### config.mk
export PLATFORM = sky130hd
export DESIGN_NAME = bfdh_hash
export DESIGN_NICKNAME = d
export VERILOG_FILES = /design/src/design/bfdh_pkg.sv /design/src/design/bfdh_hash.sv
export SDC_FILE = /design/constraint.sdc
export NUM_CORES = 1
export LEC_CHECK = 0
export ABC_CLOCK_PERIOD_IN_PS = 16400
export BUFFER_PORTS_ARGS = -buffer_cell sky130_fd_sc_hd__buf_4
export CAP_MARGIN = 10
export CORE_MARGIN = 1.5
export CORE_UTILIZATION = 50
export DETAILED_ROUTE_END_ITERATION = 12
export PLACE_DENSITY = 0.69
export SETUP_SLACK_MARGIN = 0.2
export SYNTH_ARGS = -nofsm -noshare
export SYNTH_HDL_FRONTEND = slang
export SYNTH_SLANG_ARGS = --single-unit
### constraint.sdc
create_clock -name clk -period 16.4 [get_ports clk]
set_input_delay 3.28 -clock clk [delete_from_list [all_inputs] [get_ports clk]]
set_output_delay 3.28 -clock clk [all_outputs]
set_load 0.02 [all_outputs]
### src/design/bfdh_pkg.sv
// Package for the double-hash bloom filter.
// Holds request codes, hash constants and shared types; no dependencies.
package bfdh_pkg;
    localparam logic [1:0] REQ_CHECK = 2'd0;
    localparam logic [1:0] REQ_ADD   = 2'd1;
    localparam logic [1:0] REQ_CLEAR = 2'd2;
    localparam logic [1:0] REQ_RSVD  = 2'd3;

    localparam logic [31:0] MM_M       = 32'h5bd1e995;
    localparam logic [31:0] FIRST_SEED = 32'h9747b28c;

    localparam logic [16:0] BIT_COUNT_RST  = 17'd57344;
    localparam logic [4:0]  HASH_COUNT_RST = 5'd9;

    localparam logic CFG_BIT_COUNT  = 1'b0;
    localparam logic CFG_HASH_COUNT = 1'b1;

    typedef struct packed {
        logic [1:0]  req_type;
        logic [63:0] key_lo;
        logic [63:0] key_hi;
        logic [4:0]  key_len;
    } req_t;

    typedef struct packed {
        logic present;
    } rsp_t;

    // Hash unit handshake with the sequencer
    typedef struct packed {
        logic        start;
        logic [31:0] seed;
    } hash_cmd_t;

    typedef struct packed {
        logic        done;
        logic [31:0] hash;
    } hash_rsp_t;
endpackage

### src/design/bfdh_hash.sv
// Serial MurmurHash2 unit: one multiply per cycle, one shared multiplier.
// Depends on bfdh_pkg.
module bfdh_hash
    import bfdh_pkg::*;
#(
    parameter int MAX_KEY_BYTES = 16
) (
    input  logic                          clk,
    input  logic                          rst_n,
    input  hash_cmd_t                     cmd,
    input  logic [8*MAX_KEY_BYTES-1:0]    key,
    input  logic [$clog2(MAX_KEY_BYTES+1)-1:0] len,
    output hash_rsp_t                     rsp
);
    localparam int LW = $clog2(MAX_KEY_BYTES + 1);
    localparam int KW = 8 * MAX_KEY_BYTES;

    localparam logic [2:0] S_IDLE  = 3'd0;
    localparam logic [2:0] S_K1    = 3'd1;
    localparam logic [2:0] S_K2    = 3'd2;
    localparam logic [2:0] S_H     = 3'd3;
    localparam logic [2:0] S_TAIL  = 3'd4;
    localparam logic [2:0] S_FIN   = 3'd5;
    localparam logic [2:0] S_DONE  = 3'd6;
    localparam logic [2:0] S_MIX   = 3'd7;

    logic [2:0]    state_reg, state_next;
    logic [31:0]   h_reg, h_next;
    logic [31:0]   k_reg, k_next;
    logic [KW-1:0] key_reg, key_next;
    logic [LW-1:0] rest_reg, rest_next;
    logic [31:0]   mul_a;
    logic [31:0]   prod;
    logic [31:0]   tail;

    always_comb
    begin
        unique case (state_reg)
            S_K1, S_K2: mul_a = k_reg;
            default:    mul_a = h_reg;
        endcase
    end
    assign prod = mul_a * MM_M;

    // Remaining 1..3 tail bytes
    always_comb
    begin
        tail = 32'd0;
        if (rest_reg == LW'(3))
        begin
            tail = {8'd0, key_reg[23:0]};
        end
        else if (rest_reg == LW'(2))
        begin
            tail = {16'd0, key_reg[15:0]};
        end
        else
        begin
            tail = {24'd0, key_reg[7:0]};
        end
    end

    always_comb
    begin
        state_next = state_reg;
        h_next     = h_reg;
        k_next     = k_reg;
        key_next   = key_reg;
        rest_next  = rest_reg;
        unique case (state_reg)
            S_IDLE:
            begin
                if (cmd.start)
                begin
                    h_next     = cmd.seed ^ 32'(len);
                    key_next   = key;
                    rest_next  = len;
                    state_next = S_H;
                end
            end
            S_H:
            begin
                if (rest_reg >= LW'(4))
                begin
                    k_next     = key_reg[31:0];
                    key_next   = KW'(key_reg >> 32);
                    rest_next  = rest_reg - LW'(4);
                    state_next = S_K1;
                end
                else if (rest_reg != '0)
                begin
                    h_next     = h_reg ^ tail;
                    state_next = S_TAIL;
                end
                else
                begin
                    h_next     = h_reg ^ (h_reg >> 13);
                    state_next = S_FIN;
                end
            end
            S_K1:
            begin
                k_next     = prod ^ (prod >> 24);
                state_next = S_K2;
            end
            S_K2:
            begin
                // k = k*m; the h multiply follows in S_MIX
                k_next     = prod;
                h_next     = h_reg;
                state_next = S_MIX;
            end
            S_TAIL:
            begin
                h_next     = prod ^ (prod >> 13);
                state_next = S_FIN;
            end
            S_FIN:
            begin
                h_next     = prod ^ (prod >> 15);
                state_next = S_DONE;
            end
            S_DONE:
            begin
                state_next = S_IDLE;
            end
            S_MIX:
            begin
                // h = h*m ^ k
                h_next     = prod ^ k_reg;
                state_next = S_H;
            end
        endcase
    end

    always_ff @(posedge clk or negedge rst_n)
    begin
        if (!rst_n)
        begin
            state_reg <= S_IDLE;
        end
        else
        begin
            state_reg <= state_next;
        end
    end

    always_ff @(posedge clk)
    begin
        h_reg    <= h_next;
        k_reg    <= k_next;
        key_reg  <= key_next;
        rest_reg <= rest_next;
    end

    assign rsp.done = (state_reg == S_DONE);
    assign rsp.hash = h_reg;
endmodule

Word level (Yosys, flattened, before mapping). Cells that the tools add are included.

Register bits after elaboration: 200. Input port bits: 168. Output and inout bits: 33. Word-level logic and storage cells: 55.

Add/sub/neg operators: 1. Multipliers: 1. $lt $le $gt $ge: 1. Eq/ne operators: 12. Multiplexer cells: 19. Bitwise operators: 7. Reduce and logical (&&, ||, !) cells: 9.

Operator list (count): 2-to-1 mux 128 bit (2); one-hot mux 128 bit (2 select lines) (1); 2-to-1 mux 32 bit (6); one-hot mux 32 bit (5 select lines) (1); one-hot mux 32 bit (3 select lines) (1); XOR 32 x 19 -> 32 bit (2); XOR 32 bit (2); multiplier 32 x 31 -> 32 bit, second input constant (1); XOR 32 x 17 -> 32 bit (1); XOR 32 x 5 -> 32 bit (1); XOR 32 x 8 -> 32 bit (1); one-hot mux 3 bit (8 select lines) (1); 2-to-1 mux 16 bit (1); == test 3 bit, second input constant (4); == test 5 x 2 -> 1 bit, second input constant (2); 2-to-1 mux 5 bit (2); one-hot mux 5 bit (2 select lines) (1); nonzero test 5 bit (2); == test 3 x 2 -> 1 bit, second input constant (2); 2-to-1 mux 3 bit (2); != test 2 bit, second input constant (3); AND reduction 3 bit (2); greater-or-equal comparator 5 x 3 -> 1 bit, second input constant (1); subtractor 5 x 3 -> 5 bit, second input constant (1); other kinds (7) (7).

Logic depth before layout (Yosys ltp).
Word-level depth: 7. Depth in mapped cells: 35. Gate-level depth less buffers: 30.

Least setup slack after synthesis. Ideal clock, no wire load.

Path type: reg-to-reg. From: register state_reg[0]. To: register h_reg[31] (data pin). Setup time: 0.259 ns. Arrival time: 8.639 ns. Required time: 16.141 ns. Setup slack: 7.502 ns. Cell stages (with the launch flop): 33. Buffers on the path: 4. Period minus slack after synthesis: 8.898 ns. Path through: dfrtp_1 buf_2 nor2b_4 o21a_1 buf_6 buf_2 buf_1 mux2i_1 xnor2_1 inv_1 ha_1 or2_2 ha_1 inv_1 fa_1 fa_1 inv_1 fa_1 fa_1 fa_1 inv_1 fa_1 inv_1 ha_1 and3_1 a221oi_1 o221ai_1 or3_1 o21ai_0 o21ai_1 xnor2_4 a32o_1 a211o_1.

Longest elaborated chain between the ends: 6.

Ends and longest elaborated chain: start: declaration (line bfdh_hash.sv:27) `logic [2:0] state_reg, state_next;`; start signal: assignment (line bfdh_hash.sv:144) `state_reg <= state_next;`; == test 3 x 2 -> 1 bit / == test 3 x 1 -> 1 bit (equally long branches) (line bfdh_hash.sv:38) `unique case (state_reg)`; OR reduction 2 bit (line bfdh_hash.sv:38); 2-to-1 mux 32 bit (line bfdh_hash.sv:38); multiplier 32 x 31 -> 32 bit (line bfdh_hash.sv:43) `assign prod = mul_a * MM_M;`; XOR 32 bit (tied with other cells) (line bfdh_hash.sv:130) `h_next = prod ^ k_reg;`; one-hot mux 32 bit (5 select lines) * (line bfdh_hash.sv:70) `unique case (state_reg)`; via h_next[31] (line bfdh_hash.sv:28) `logic [31:0] h_reg, h_next;`; end signal: assignment (line bfdh_hash.sv:150) `h_reg <= h_next;`; end: declaration (line bfdh_hash.sv:28).

The timed path passes the listed nets; every way through them passes the cells marked *. A chain may end at the register's enable or synchronous reset.

Worst setup path after layout.
From: register state_reg[0]. To: register h_reg[14] (data pin).

The elaborated chain is that of the path after synthesis.

==> flow_summary_export.csv <==
group,metric,value,unit
status,status,"complete, no violations",
synth,ys.flop_type,"edfxtp_1",
finish,largest_reg_flops,128,
synth,synth_top_area_frac,0.301,
route,wl_per_cell,20.7,um
worst_setup_path,timing.rr.start,"state_reg[0]",
synth,synth_area_leaders,"edfxtp_1, fa_1, ha_1",
worst_setup_path,critPathMaxFanout,38,
synth,syn_nets,2621,
grt,grt_overflow,0,
clock_network,postCtsSetupBuffers,0,
synth,yosysWarningCount,0,
clock_network,ctsHtreeMaxLevel,4,
sta,fin_tns_setup,0,ns
worst_setup_path,cp-start-kind,"flop",
worst_setup_path,crit_buf_inv,7,
worst_setup_path,arrival,10.49,ns
finish,finalNetCount,2792,
grt,grt_start_max_net_pins,110,
placed_design,dp_hpwl,46100,um
worst_setup_path,critPathLaunch,"state_reg[0]",
synth,synth_seq_cells,200,
finish,drive_gt1_frac,0.127,
sta,fin_crit_sh,0.630,
clock_network,holdBufCountCts,0,
synth,yosysTopAreaCell,"edfxtp_1",
grt,grt_usage,0.293,
route,vias,15000,
sta,max_slew_margin,0.228,
sta,final-hold-violation-count,0,
sta,final-setup-viol-count,0,
synth,ys_seq_area_frac,0.304,
route,first_pass_iters,7,
route,route.detailed.drc,0,
sta,clock.fmax,96.8,MHz
sta,period_needed,10.33,ns
grt,grt_pass1_wl,89800,um
clock_network,cts_buffers,17,
worst_setup_path,slowest_stage,"mux2i_1",
synth,synthesis.area,19700,um2
synth,async_flop_share,0.0150,
clock_network,root_buffer,"clkbuf_16",
route,ant_nets,0,
floorplanning,fp.dieH,201,um
worst_setup_path,max_stage_delay,0.69,ns
grt,grt_pass1_vias,15900,
floorplanning,initial_utilization,0.508,
sta,rsz0062_at_grt,"false",
finish,syn2layout_area_growth,13.7,%
clock_network,clk_latency,0.44,ns
floorplanning,core.rowCount,72,
synth,synthCells,2082,
floorplanning,dieWidth,201,um
worst_setup_path,critPathTopFamily,"adder cells",
route,finalWirelength,57600,um
clock_network,cts_tree,"built",
floorplanning,core_area,38700,um2
floorplanning,die_area,40600,um2
grt,antenna_found_initial,0,
synth,syn_area_per_cell,9.45,um2
clock_network,clk_path_buf_depth,2,
worst_setup_path,end_kind,"flop",
synth,yosys-top-cells-count,"nand2_1, inv_1, ha_1",
worst_setup_path,crit_required,16.56,ns
min_path,hold_path_class,"reg2reg",
synth,ys_types,70,
sta,worstMarginPinSlew,1.15,ns
finish,n_fill_cell,3422,
sta,drv_slew,0,
placed_design,place.gp.congestion,1.02,
sta,finalClockSkew,0.00892,ns
synth,synth.most_common_cell,"nand2_1",
clock_network,cts_resized,0,
clock_network,cts.sinks,200,
job,cap_violations,0,
finish,antenna-diode-count,0,
route,drtIter0Drc,1112,
clock_network,clk_pin_slew,0.07,ns
route,via_per_inst,5.40,
worst_setup_path,crit_type,"reg2reg",
synth,synth_edf_count,197,
placed_design,portBuffers,200,
worst_setup_path,cpMostUsedCell,"fa_1",
floorplanning,ios,201,
min_path,min_from,"key_reg[59]",
==> metrics by stage <==
| step | utilization | worst slack (ns) | std cells | hold WS (ns) | cell area [um2] |
|---|---|---|---|---|---|
| after CTS | 0.578 | 6.11 | 2784 | 0.511 | 22400 |
| after detailed placement | 0.563 | 6.19 | 2752 | 0.493 | 21800 |
| final | 0.578 | 6.07 | 2784 | 0.509 | 22400 |
| after global placement | 0.563 | 6.39 | 2752 | 0.489 | 21800 |
| after global routing | 0.578 | 5.53 | 2784 | 0.523 | 22400 |
| after floorplan | - | 7.50 | 2082 | 0.484 | 19700 |
==> cells in the final DEF (no fill, tap or decap), types with 3 or more instances in the layout <==
| cell type | instances |
|---|---|
| o21ai_0 | 62 |
| or3_1 | 4 |
| nand2_1 | 424 |
| o32a_1 | 3 |
| o22ai_1 | 14 |
| nor2_1 | 94 |
| a222oi_1 | 5 |
| xnor3_1 | 3 |
| clkbuf_16 | 17 |
| a32oi_1 | 5 |
| o2bb2ai_1 | 4 |
| clkinv_2 | 5 |
| a21o_1 | 10 |
| a31oi_1 | 8 |
| edfxtp_1 | 197 |
| a22oi_1 | 15 |
| and3_1 | 3 |
| or2_2 | 10 |
| o211ai_1 | 12 |
| o221ai_1 | 6 |
| nor3_1 | 20 |
| a21oi_1 | 52 |
| o21a_1 | 8 |
| ha_1 | 203 |
| mux2i_1 | 34 |
| a211oi_1 | 9 |
| buf_4 | 228 |
| bufinv_16 | 3 |
| nand3_1 | 6 |
| nand3b_1 | 4 |
| fa_1 | 168 |
| a2bb2oi_1 | 4 |
| xor2_1 | 36 |
| o21bai_1 | 5 |
| a221oi_1 | 3 |
| xnor2_1 | 111 |
| a211o_1 | 5 |
| inv_1 | 364 |
| nor2b_1 | 42 |
==> cell type report <==
class                           instances  area (um2)  share of cell area
Clock buffer                           18         429              0.0192
Tap cell                              518         648              0.0290
Sequential cell                       200        5990               0.268
Clock inverter                         14         156             0.00699
Multi-Input combinational cell       1440       12100               0.539
Inverter                              366        1370              0.0614
Timing Repair Buffer                  228        1710              0.0765
==> tightest hold or removal path, cell delays in order, from the launching register on <==
cell	delay, ns
edfxtp_1	0.32
nand2_1	0.04
nand2_1	0.04
==> routing by layer <==
layer | vias to the layer above | part of all wire | track usage
met1 | 7200 | 0.41 | 0.374
li1 | 7094 | - | -
met5 | - | 0 | 0
met2 | 605 | 0.48 | 0.483
met3 | 129 | 0.064 | 0.0429
met4 | 0 | 0.055 | 0.155
==> cell families after synthesis <==
kind of cell | count (synthesis) | synth area share
buffers and inverters | 442 | 0.0851
DFF | 200 | 0.304
muxes | 38 | 0.0203
and+or+nand+nor | 620 | 0.130
xor gates and xnor gates | 153 | 0.0727
adders and majority gates | 372 | 0.301
AOI/OAI and AO/OA | 257 | 0.0865
==> path summary, 6_finish.rpt <==
path / depth (start not counted) / endpoint / slack [ns]
min in group asynchronous: 1 / state_reg[2] / 2.62
min: 2 / key_reg[27] / 0.51
max reg2reg: 30 / h_reg[14] / 6.07
max in group asynchronous: 1 / state_reg[2] / 13.67
min reg2reg: 2 / key_reg[27] / 0.51
max: 30 / h_reg[14] / 6.07
Power is left out: the tool's default activity adds up to more than one toggle a clock period on the data nets, which glitch-free logic cannot reach.
